**src/sv/piqd_pkg.sv**
```systemverilog
// ----------------------------------------------------------------------------
// piqd_pkg
// shared types, event codes and the quadrature lookup for the panel decoder
// ----------------------------------------------------------------------------
package piqd_pkg;

  typedef enum logic [2:0] {
    EV_DONE_ON       = 3'd0,
    EV_DONE_OFF      = 3'd1,
    EV_HELP_ON       = 3'd2,
    EV_HELP_OFF      = 3'd3,
    EV_ADJUST_ENTER  = 3'd4,
    EV_REQUEST_SENT  = 3'd5,
    EV_VALUE_CHANGED = 3'd6
  } event_code_t;

  typedef enum logic [0:0] {
    REG_DETENT_STEPS = 1'b0,
    REG_VALUE_MAX    = 1'b1
  } reg_index_t;

  typedef struct packed {
    event_code_t  code;
    logic [6:0]   value;
    logic [13:0]  id;
  } result_t;

  localparam int unsigned MaxResults = 4;
  localparam logic [13:0] MSG_ID_MAX = 14'd9999;
  localparam logic [2:0]  DETENT_STEPS_RESET = 3'd4;
  localparam logic [6:0]  VALUE_MAX_RESET = 7'd99;

  // indexed by {last_phase, new_phase}
  localparam logic signed [1:0] QUAD_TABLE [16] = '{
     2'sd0, -2'sd1,  2'sd1,  2'sd0,
     2'sd1,  2'sd0,  2'sd0, -2'sd1,
    -2'sd1,  2'sd0,  2'sd0,  2'sd1,
     2'sd0,  2'sd1, -2'sd1,  2'sd0
  };

  // pre-increment id counter, wraps from the top back to one
  function automatic logic [13:0] next_id(input logic [13:0] c);
    next_id = (c >= MSG_ID_MAX) ? 14'd1 : c + 14'd1;
  endfunction

endpackage

```
**src/sv/panel_input_quadrature_decoder.sv**
```systemverilog
// ----------------------------------------------------------------------------
// panel_input_quadrature_decoder
// button, push switch and quadrature encoder decoder for a control panel
// ----------------------------------------------------------------------------
// usage:
//   input channel (in_valid / in_stall) carries one sample of the five
//   active-low pins. output channel (out_valid / out_stall) carries events,
//   zero to four per sample, in the order done, help, switch, encoder; the
//   last event of a sample has last set. a sample that causes no event
//   produces nothing on the output.
//   the sample is taken into an input register, then decoded in one pass
//   into a four-slot result register; state is updated on that move.
//   the first event of a sample is valid once the sample has moved into the result
//   register. throughput: one sample per cycle while samples give at most one event
//   and out_stall is low; a sample with more events holds the result register
//   while the output port drains its events, one a cycle while out_stall is low.
//   the input register takes a new sample while results still wait, so a
//   stall on the output backs up into in_stall only once both registers
//   are full. output payload holds while out_stall is high.
//   reset (synchronous, rst high) restores button history to released,
//   clears flags, adjust mode, accumulator, value and message counter, and
//   sets detent_steps to 4 and value_max to 99.
//   registers: detent_steps at 0x0, value_max at 0x4, pready tied high. the user
//   writes them via apb only while the block is idle; the block does not enforce it.
// ----------------------------------------------------------------------------
module panel_input_quadrature_decoder
  import piqd_pkg::*;
(
  input  logic        clk,
  input  logic        rst,

  input  logic        psel,
  input  logic        penable,
  input  logic        pwrite,
  input  logic [2:0]  paddr,
  input  logic [31:0] pwdata,
  output logic [31:0] prdata,
  output logic        pready,

  input  logic        in_valid,
  output logic        in_stall,
  input  logic        done_pin,
  input  logic        help_pin,
  input  logic        switch_pin,
  input  logic        phase_a,
  input  logic        phase_b,

  output logic        out_valid,
  input  logic        out_stall,
  output logic [2:0]  event_code,
  output logic [6:0]  value,
  output logic [13:0] message_id,
  output logic        last
);

  // configuration registers
  logic [2:0] detent_steps;
  logic [6:0] value_max;

  // decoder state
  logic        prev_done, prev_help, prev_switch;
  logic        done_flag, help_flag, adjust_active;
  logic [1:0]  last_phase;
  logic signed [3:0] step_accum;
  logic [6:0]  adjust_value;
  logic [13:0] message_counter;

  // input register
  logic       in_full;
  logic       s_done, s_help, s_switch;
  logic [1:0] s_phase;

  // result register
  result_t    bundle [MaxResults];
  logic [2:0] cnt;
  logic [1:0] rd;

  // next values from the decode pass
  logic        prev_done_next, prev_help_next, prev_switch_next;
  logic        done_flag_next, help_flag_next, adjust_active_next;
  logic [1:0]  last_phase_next;
  logic signed [3:0] step_accum_next;
  logic [6:0]  adjust_value_next;
  logic [13:0] message_counter_next;
  result_t     res [MaxResults];
  logic [2:0]  n;

  logic out_take, bundle_free, move, wr_en;

  // ---------------------------------------------------------------- apb port
  assign pready = 1'b1;
  assign wr_en  = psel && penable && pwrite;

  always_ff @(posedge clk) begin
    if (rst) begin
      detent_steps <= DETENT_STEPS_RESET;
      value_max    <= VALUE_MAX_RESET;
    end else if (wr_en) begin
      unique case (reg_index_t'(paddr[2]))
        REG_DETENT_STEPS: detent_steps <= pwdata[2:0];
        REG_VALUE_MAX:    value_max    <= pwdata[6:0];
        default: ;
      endcase
    end
  end

  always_comb begin
    unique case (reg_index_t'(paddr[2]))
      REG_DETENT_STEPS: prdata = {29'd0, detent_steps};
      REG_VALUE_MAX:    prdata = {25'd0, value_max};
      default:          prdata = 32'd0;
    endcase
  end

  // ---------------------------------------------------------------- handshake
  assign out_valid   = (cnt != 3'd0);
  assign out_take    = out_valid && !out_stall;
  // result register frees when empty or its final event leaves this cycle
  assign bundle_free = (cnt == 3'd0) || (cnt == 3'd1 && out_take);
  assign move        = in_full && bundle_free;
  assign in_stall    = in_full && !move;

  always_ff @(posedge clk) begin
    if (rst) begin
      in_full <= 1'b0;
    end else if (in_valid && !in_stall) begin
      in_full <= 1'b1;
    end else if (move) begin
      in_full <= 1'b0;
    end
  end

  always_ff @(posedge clk) begin
    if (in_valid && !in_stall) begin
      s_done   <= done_pin;
      s_help   <= help_pin;
      s_switch <= switch_pin;
      s_phase  <= {phase_a, phase_b};
    end
  end

  // ---------------------------------------------------------------- decode pass
  always_comb begin
    logic [13:0] ctr;
    logic signed [1:0] delta;
    logic signed [4:0] acc5;
    logic signed [4:0] lim5;
    logic signed [8:0] v9;
    logic signed [8:0] vmax9;

    prev_done_next       = s_done;
    prev_help_next       = s_help;
    prev_switch_next     = s_switch;
    done_flag_next       = done_flag;
    help_flag_next       = help_flag;
    adjust_active_next   = adjust_active;
    last_phase_next      = last_phase;
    step_accum_next      = step_accum;
    adjust_value_next    = adjust_value;
    n                    = 3'd0;
    ctr                  = message_counter;
    delta                = 2'sd0;
    acc5                 = 5'sd0;
    lim5                 = 5'sd0;
    v9                   = 9'sd0;
    vmax9                = 9'sd0;
    for (int i = 0; i < MaxResults; i++) begin
      res[i] = '0;
    end

    // done button falling edge
    if (prev_done && !s_done) begin
      done_flag_next   = !done_flag;
      ctr              = next_id(ctr);
      res[n[1:0]].code = done_flag_next ? EV_DONE_ON : EV_DONE_OFF;
      res[n[1:0]].id   = ctr;
      n                = n + 3'd1;
    end

    // help button falling edge
    if (prev_help && !s_help) begin
      help_flag_next   = !help_flag;
      ctr              = next_id(ctr);
      res[n[1:0]].code = help_flag_next ? EV_HELP_ON : EV_HELP_OFF;
      res[n[1:0]].id   = ctr;
      n                = n + 3'd1;
    end

    // switch enters adjust mode, or sends the value and leaves
    if (prev_switch && !s_switch) begin
      res[n[1:0]].value = adjust_value;
      if (!adjust_active) begin
        adjust_active_next = 1'b1;
        res[n[1:0]].code   = EV_ADJUST_ENTER;
      end else begin
        adjust_active_next = 1'b0;
        ctr                = next_id(ctr);
        res[n[1:0]].code   = EV_REQUEST_SENT;
        res[n[1:0]].id     = ctr;
      end
      n = n + 3'd1;
    end

    // encoder, only in adjust mode; phase history is frozen otherwise
    if (adjust_active_next && (s_phase != last_phase)) begin
      last_phase_next = s_phase;
      delta           = QUAD_TABLE[{last_phase, s_phase}];
      if (delta != 2'sd0) begin
        acc5  = {step_accum[3], step_accum} + {{3{delta[1]}}, delta};
        lim5  = {2'b00, detent_steps};
        v9    = {2'b00, adjust_value};
        vmax9 = {2'b00, value_max};
        step_accum_next = acc5[3:0];
        if (acc5 >= lim5) begin
          v9              = v9 + 9'sd1;
          step_accum_next = 4'sd0;
        end else if (acc5 <= -lim5) begin
          v9              = v9 - 9'sd1;
          step_accum_next = 4'sd0;
        end
        if (v9 < 9'sd0) begin
          v9 = 9'sd0;
        end
        if (v9 > vmax9) begin
          v9 = vmax9;
        end
        adjust_value_next = v9[6:0];
        if (v9[6:0] != adjust_value) begin
          res[n[1:0]].code  = EV_VALUE_CHANGED;
          res[n[1:0]].value = v9[6:0];
          n                 = n + 3'd1;
        end
      end
    end

    message_counter_next = ctr;
  end

  // ---------------------------------------------------------------- state update
  always_ff @(posedge clk) begin
    if (rst) begin
      prev_done       <= 1'b1;
      prev_help       <= 1'b1;
      prev_switch     <= 1'b1;
      done_flag       <= 1'b0;
      help_flag       <= 1'b0;
      adjust_active   <= 1'b0;
      last_phase      <= 2'd0;
      step_accum      <= 4'sd0;
      adjust_value    <= 7'd0;
      message_counter <= 14'd0;
    end else if (move) begin
      prev_done       <= prev_done_next;
      prev_help       <= prev_help_next;
      prev_switch     <= prev_switch_next;
      done_flag       <= done_flag_next;
      help_flag       <= help_flag_next;
      adjust_active   <= adjust_active_next;
      last_phase      <= last_phase_next;
      step_accum      <= step_accum_next;
      adjust_value    <= adjust_value_next;
      message_counter <= message_counter_next;
    end
  end

  // ---------------------------------------------------------------- result register
  always_ff @(posedge clk) begin
    if (rst) begin
      cnt <= 3'd0;
      rd  <= 2'd0;
    end else if (move) begin
      cnt <= n;
      rd  <= 2'd0;
    end else if (out_take) begin
      cnt <= cnt - 3'd1;
      rd  <= rd + 2'd1;
    end
  end

  always_ff @(posedge clk) begin
    if (move) begin
      for (int i = 0; i < MaxResults; i++) begin
        bundle[i] <= res[i];
      end
    end
  end

  assign event_code = bundle[rd].code;
  assign value      = bundle[rd].value;
  assign message_id = bundle[rd].id;
  assign last       = (cnt == 3'd1);

  // ---------------------------------------------------------------- assertions
  // a stall on the input only comes from a held sample
  a_stall_needs_full: assert property (@(posedge clk) disable iff (rst)
    in_stall |-> in_full)
    else $error("input stalled with empty input register");

  // an event without last is always followed by another one
  a_more_follow: assert property (@(posedge clk) disable iff (rst)
    (out_take && !last) |=> out_valid)
    else $error("events of a sample lost before last");

  // local events carry no message id
  a_no_id_local: assert property (@(posedge clk) disable iff (rst)
    (out_valid && (event_code == EV_ADJUST_ENTER || event_code == EV_VALUE_CHANGED))
      |-> (message_id == 14'd0))
    else $error("local event carries a message id");

  // counter never leaves its wrapping range
  a_counter_range: assert property (@(posedge clk) disable iff (rst)
    move |=> (message_counter <= MSG_ID_MAX))
    else $error("message counter out of range");

endmodule

```
**config.mk**
```make
export PLATFORM = sky130hd
export DESIGN_NAME = panel_input_quadrature_decoder
export DESIGN_NICKNAME = d
export VERILOG_FILES = /design/src/sv/piqd_pkg.sv /design/src/sv/panel_input_quadrature_decoder.sv
export SDC_FILE = /design/constraint.sdc
export NUM_CORES = 1
export LEC_CHECK = 0
export BUFFER_PORTS_ARGS = -buffer_cell sky130_fd_sc_hd__buf_2
export CELL_PAD_IN_SITES_DETAIL_PLACEMENT = 1
export CELL_PAD_IN_SITES_GLOBAL_PLACEMENT = 1
export CORE_ASPECT_RATIO = 0.6
export CORE_MARGIN = 5
export CORE_UTILIZATION = 42
export CTS_CLUSTER_SIZE = 12
export DETAILED_ROUTE_END_ITERATION = 10
export PLACE_DENSITY_LB_ADDON = 0.1
export SLEW_MARGIN = 20
export SYNTH_ARGS = -nofsm -noshare
export SYNTH_HDL_FRONTEND = slang
export SYNTH_SLANG_ARGS = --single-unit
```
**constraint.sdc**
```tcl
create_clock -name clk -period 6.6 [get_ports clk]
set_input_delay 0.66 -clock clk [delete_from_list [all_inputs] [get_ports clk]]
set_output_delay 0.66 -clock clk [all_outputs]
set_load 0.05 [all_outputs]
```
==> impl_metrics.env <==
export IMPL_port_buffers=53
export IMPL_grt_pass1_vias=9751
export IMPL_grt_pass1_wl_microns=59300
export IMPL_area_growth_pct=19.7
export IMPL_die_x_microns=219
export IMPL_path_max_fanout=6
export IMPL_wirelength_microns=39400
export IMPL_clock_sinks=152
export IMPL_cts_max_level=4
export IMPL_fin_crit_sh=1.01
export IMPL_tightestPinTransition_ns=1.27
export IMPL_core_sq_um=25500
export IMPL_slew_limit_headroom=0.143
export IMPL_power_share_clock=0.194
export IMPL_grt_use_total=0.262
export IMPL_routabilityCongestion=0.935
export IMPL_synth_top_area_cell="edfxtp_1"
export IMPL_stdcell_count=1663
export IMPL_n_antenna_cell=0
export IMPL_ys_flop_type="edfxtp_1"
export IMPL_synth_cell_types=95
export IMPL_ys_seq_area_frac=0.370
export IMPL_hold_violations=0
export IMPL_fin_skew_ns=0.00974
export IMPL_dieArea_sq_um=29500
export IMPL_wl_per_cell_microns=23.7
export IMPL_worstHoldPathCells=1
export IMPL_ir_drop_mv=0.222
export IMPL_post_dp_hpwl_microns=29200
export IMPL_rrSetupSlack_ns=-0.05
export IMPL_final_antenna_net_count=0
export IMPL_powerDensity_nw_per_um2=382
export IMPL_fin_util=0.514
export IMPL_rr_startpoint="s_phase[1]"
export IMPL_avgSynthCellArea_sq_um=9.19
export IMPL_dp_cells=1606
export IMPL_cts_made_buffers=17
export IMPL_p_switching_w=0.00229
export IMPL_power_frac_seq=0.283
export IMPL_drt_iter0_markers=847
export IMPL_cts_tree="built"
export IMPL_drc=0
export IMPL_worst_setup_hold_path_clk_slew_ns=0.07
export IMPL_clock_latency_ns=0.44
export IMPL_holdPathEnd="prev_done_next"
export IMPL_fmax_ghz=0.150
export IMPL_cp_end_kind="register"
export IMPL_finalMaxSlewViolations=0
export IMPL_grt_max_degree=76
export IMPL_power_internal_w=0.00273
export IMPL_setup_viol=6
export IMPL_synth_edf_count=101
export IMPL_drtPass1Iterations=5
export IMPL_startpoint_type="register"
export IMPL_slowest_stage="fa_2"
export IMPL_synth_area_sq_um=11000
export IMPL_rsz0062_at_grt="yes"
export IMPL_hp_class="in2reg"
export IMPL_cp_slowest_stage_delay_ns=0.50
export IMPL_worstPathRequired_ns=6.88
export IMPL_yosysWarnings=0
export IMPL_row_count=45
export IMPL_netlist_instances=1192
export IMPL_yosys_top_cells_area="edfxtp_1, dfxtp_1, mux4_2"
export IMPL_timing_rr_end="bundle[0][18]"
export IMPL_violations="negative setup slack"
export IMPL_p_comb_frac=0.522
export IMPL_via_per_inst=5.95
export IMPL_final_cell_mix="nand2_1, nor2_1, buf_4"
export IMPL_globalRouteOverflowTotal=0
export IMPL_min_period_ns=6.65
export IMPL_clockBufferDepth=2
export IMPL_holdCritStartpoint="done_pin"
export IMPL_async_flop_share=0
export IMPL_initial_core_util=0.430
export IMPL_drive_gt1_frac=0.256
export IMPL_critical_path_class="reg2reg"
export IMPL_antenna_found_initial=0
export IMPL_io_pin_count=107
export IMPL_worstPathArrival_ns=6.93
export IMPL_die_y_microns=135
export IMPL_vias=9895
export IMPL_final_nets=1387
export IMPL_final_common_cell="nand2_1"
export IMPL_power_static_leakage_nw=4.92
export IMPL_r2r_cells=30
export IMPL_cts_root_buf="clkbuf_16"
export IMPL_synth_top_area_frac=0.277
export IMPL_worst_slack_ns=-0.0531
export IMPL_status="finished, violations left"
export IMPL_max_cap_violations=0
export IMPL_p_sw_frac=0.457
export IMPL_cp_startpoint="s_phase[1]"
export IMPL_ys_ff_latch=152
-- logic make-up (layout without fill, tap and decap cells) --
logic type | count (synthesis) | after routing | share of synthesized area
simple gates | 457 | 457 | 0.205
mux | 70 | 70 | 0.0937
other cells | 2 | 26 | 0.000685
flops | 152 | 152 | 0.370
xor+xnor | 44 | 44 | 0.0364
buf+inv | 145 | 240 | 0.0617
compound gates | 280 | 280 | 0.183
fa+ha+maj | 42 | 42 | 0.0493
-- cell type report --
cell class | instances | area, sq um
clock buffer | 17 | 425
clock inverter | 15 | 161
fill | 2893 | 12400
inverter | 35 | 134
multi-input combinational | 919 | 6670
sequential | 152 | 4060
tap | 352 | 440
timing repair buffer | 173 | 1230
-- Yosys cell counts (10+ instances only) --
cell	number
mux2_2	11
buf_4	27
buf_2	18
or2_2	13
nand2_1	143
a21oi_1	54
mux2i_1	34
nand3_1	42
xor2_1	18
dfxtp_1	51
and3_1	13
o22ai_1	26
clkbuf_1	57
inv_1	34
nand2b_1	10
nor4_1	10
ha_1	40
edfxtp_1	101
a211oi_1	12
xnor2_1	25
a31oi_1	10
and2_1	21
nor3_1	27
o31ai_1	14
nor2_1	110
o21ai_0	46
mux4_2	25
nand4_1	13
nor2b_1	11
-- metrics by stage --
step           power (W)  instance area, sq um  hold slack [ns]  TNS [ns]  worst slack [ns]
2_1_floorplan    0.00296                 11100            0.430         0           0.00577
3_3_place_gp     0.00373                 11900            0.441    -0.108           -0.0340
3_5_place_dp     0.00378                 11900            0.447     -6.09            -0.273
4_1_cts          0.00485                 12700            0.368  -0.00729          -0.00515
5_1_grt          0.00526                 13100            0.375     -6.38            -0.263
6_report         0.00502                 13100            0.396    -0.135           -0.0531
-- sequential cells by signal (all words and copies together), names as in the netlist, 2 cells and up, named ones only --
name	flops
bundle	96
message_counter	14
adjust_value	7
value_max	7
step_accum	4
cnt	3
detent_steps	3
last_phase	2
rd	2
s_phase	2
-- metal layers --
layer | track usage | wire, microns
met5 | 0 | 0
met4 | 0.0429 | 303
met3 | 0.0919 | 3970
met2 | 0.343 | 15100
met1 | 0.413 | 20000
-- power by group through the flow --
| stage | sequential (W) | clock [W] | combinational, W |
|---|---|---|---|
| 6_report | 0.00142 | 0.000975 | 0.00262 |
| 5_1_grt | 0.00145 | 0.00103 | 0.00278 |
| 4_1_cts | 0.00142 | 0.00100 | 0.00243 |
| 3_5_place_dp | 0.00144 | 0 | 0.00234 |
| 3_3_place_gp | 0.00143 | 0 | 0.00230 |
| 2_1_floorplan | 0.00133 | 0 | 0.00163 |
-- worst max-delay path: cells and delay by family, from the launching register on --
family	cells	cell delay, ns
adders and majority gates	5	1.55
xor gates and xnor gates	3	0.54
and+or+nand+nor	5	0.76
muxes	1	0.24
buffers and inverters	4	0.51
AOI/OAI and AO/OA	12	2.44
DFF	1	0.43
-- repair_timing --
| item | 4_1_cts | 5_1_grt |
|---|---|---|
| resized for setup | 17 | 68 |
| buffers inserted | 18 | 7 |
| hold buffers | 0 | 0 |
| endpoints found under the setup margin | 39 | 44 |
| pin swaps | 9 | 29 |
-- how the worst max path moves through the flow --
stage               endpoint  slack [ns]  cells after the start
6_report       bundle[0][18]       -0.05                     30
5_1_grt        bundle[0][18]       -0.26                     30
4_1_cts        bundle[0][18]      -0.005                     31
2_1_floorplan  bundle[1][19]       0.006                     30
3_5_place_dp   bundle[0][18]       -0.27                     31
3_3_place_gp   bundle[0][16]       -0.03                     30
(Power assumes the default switching activity.)
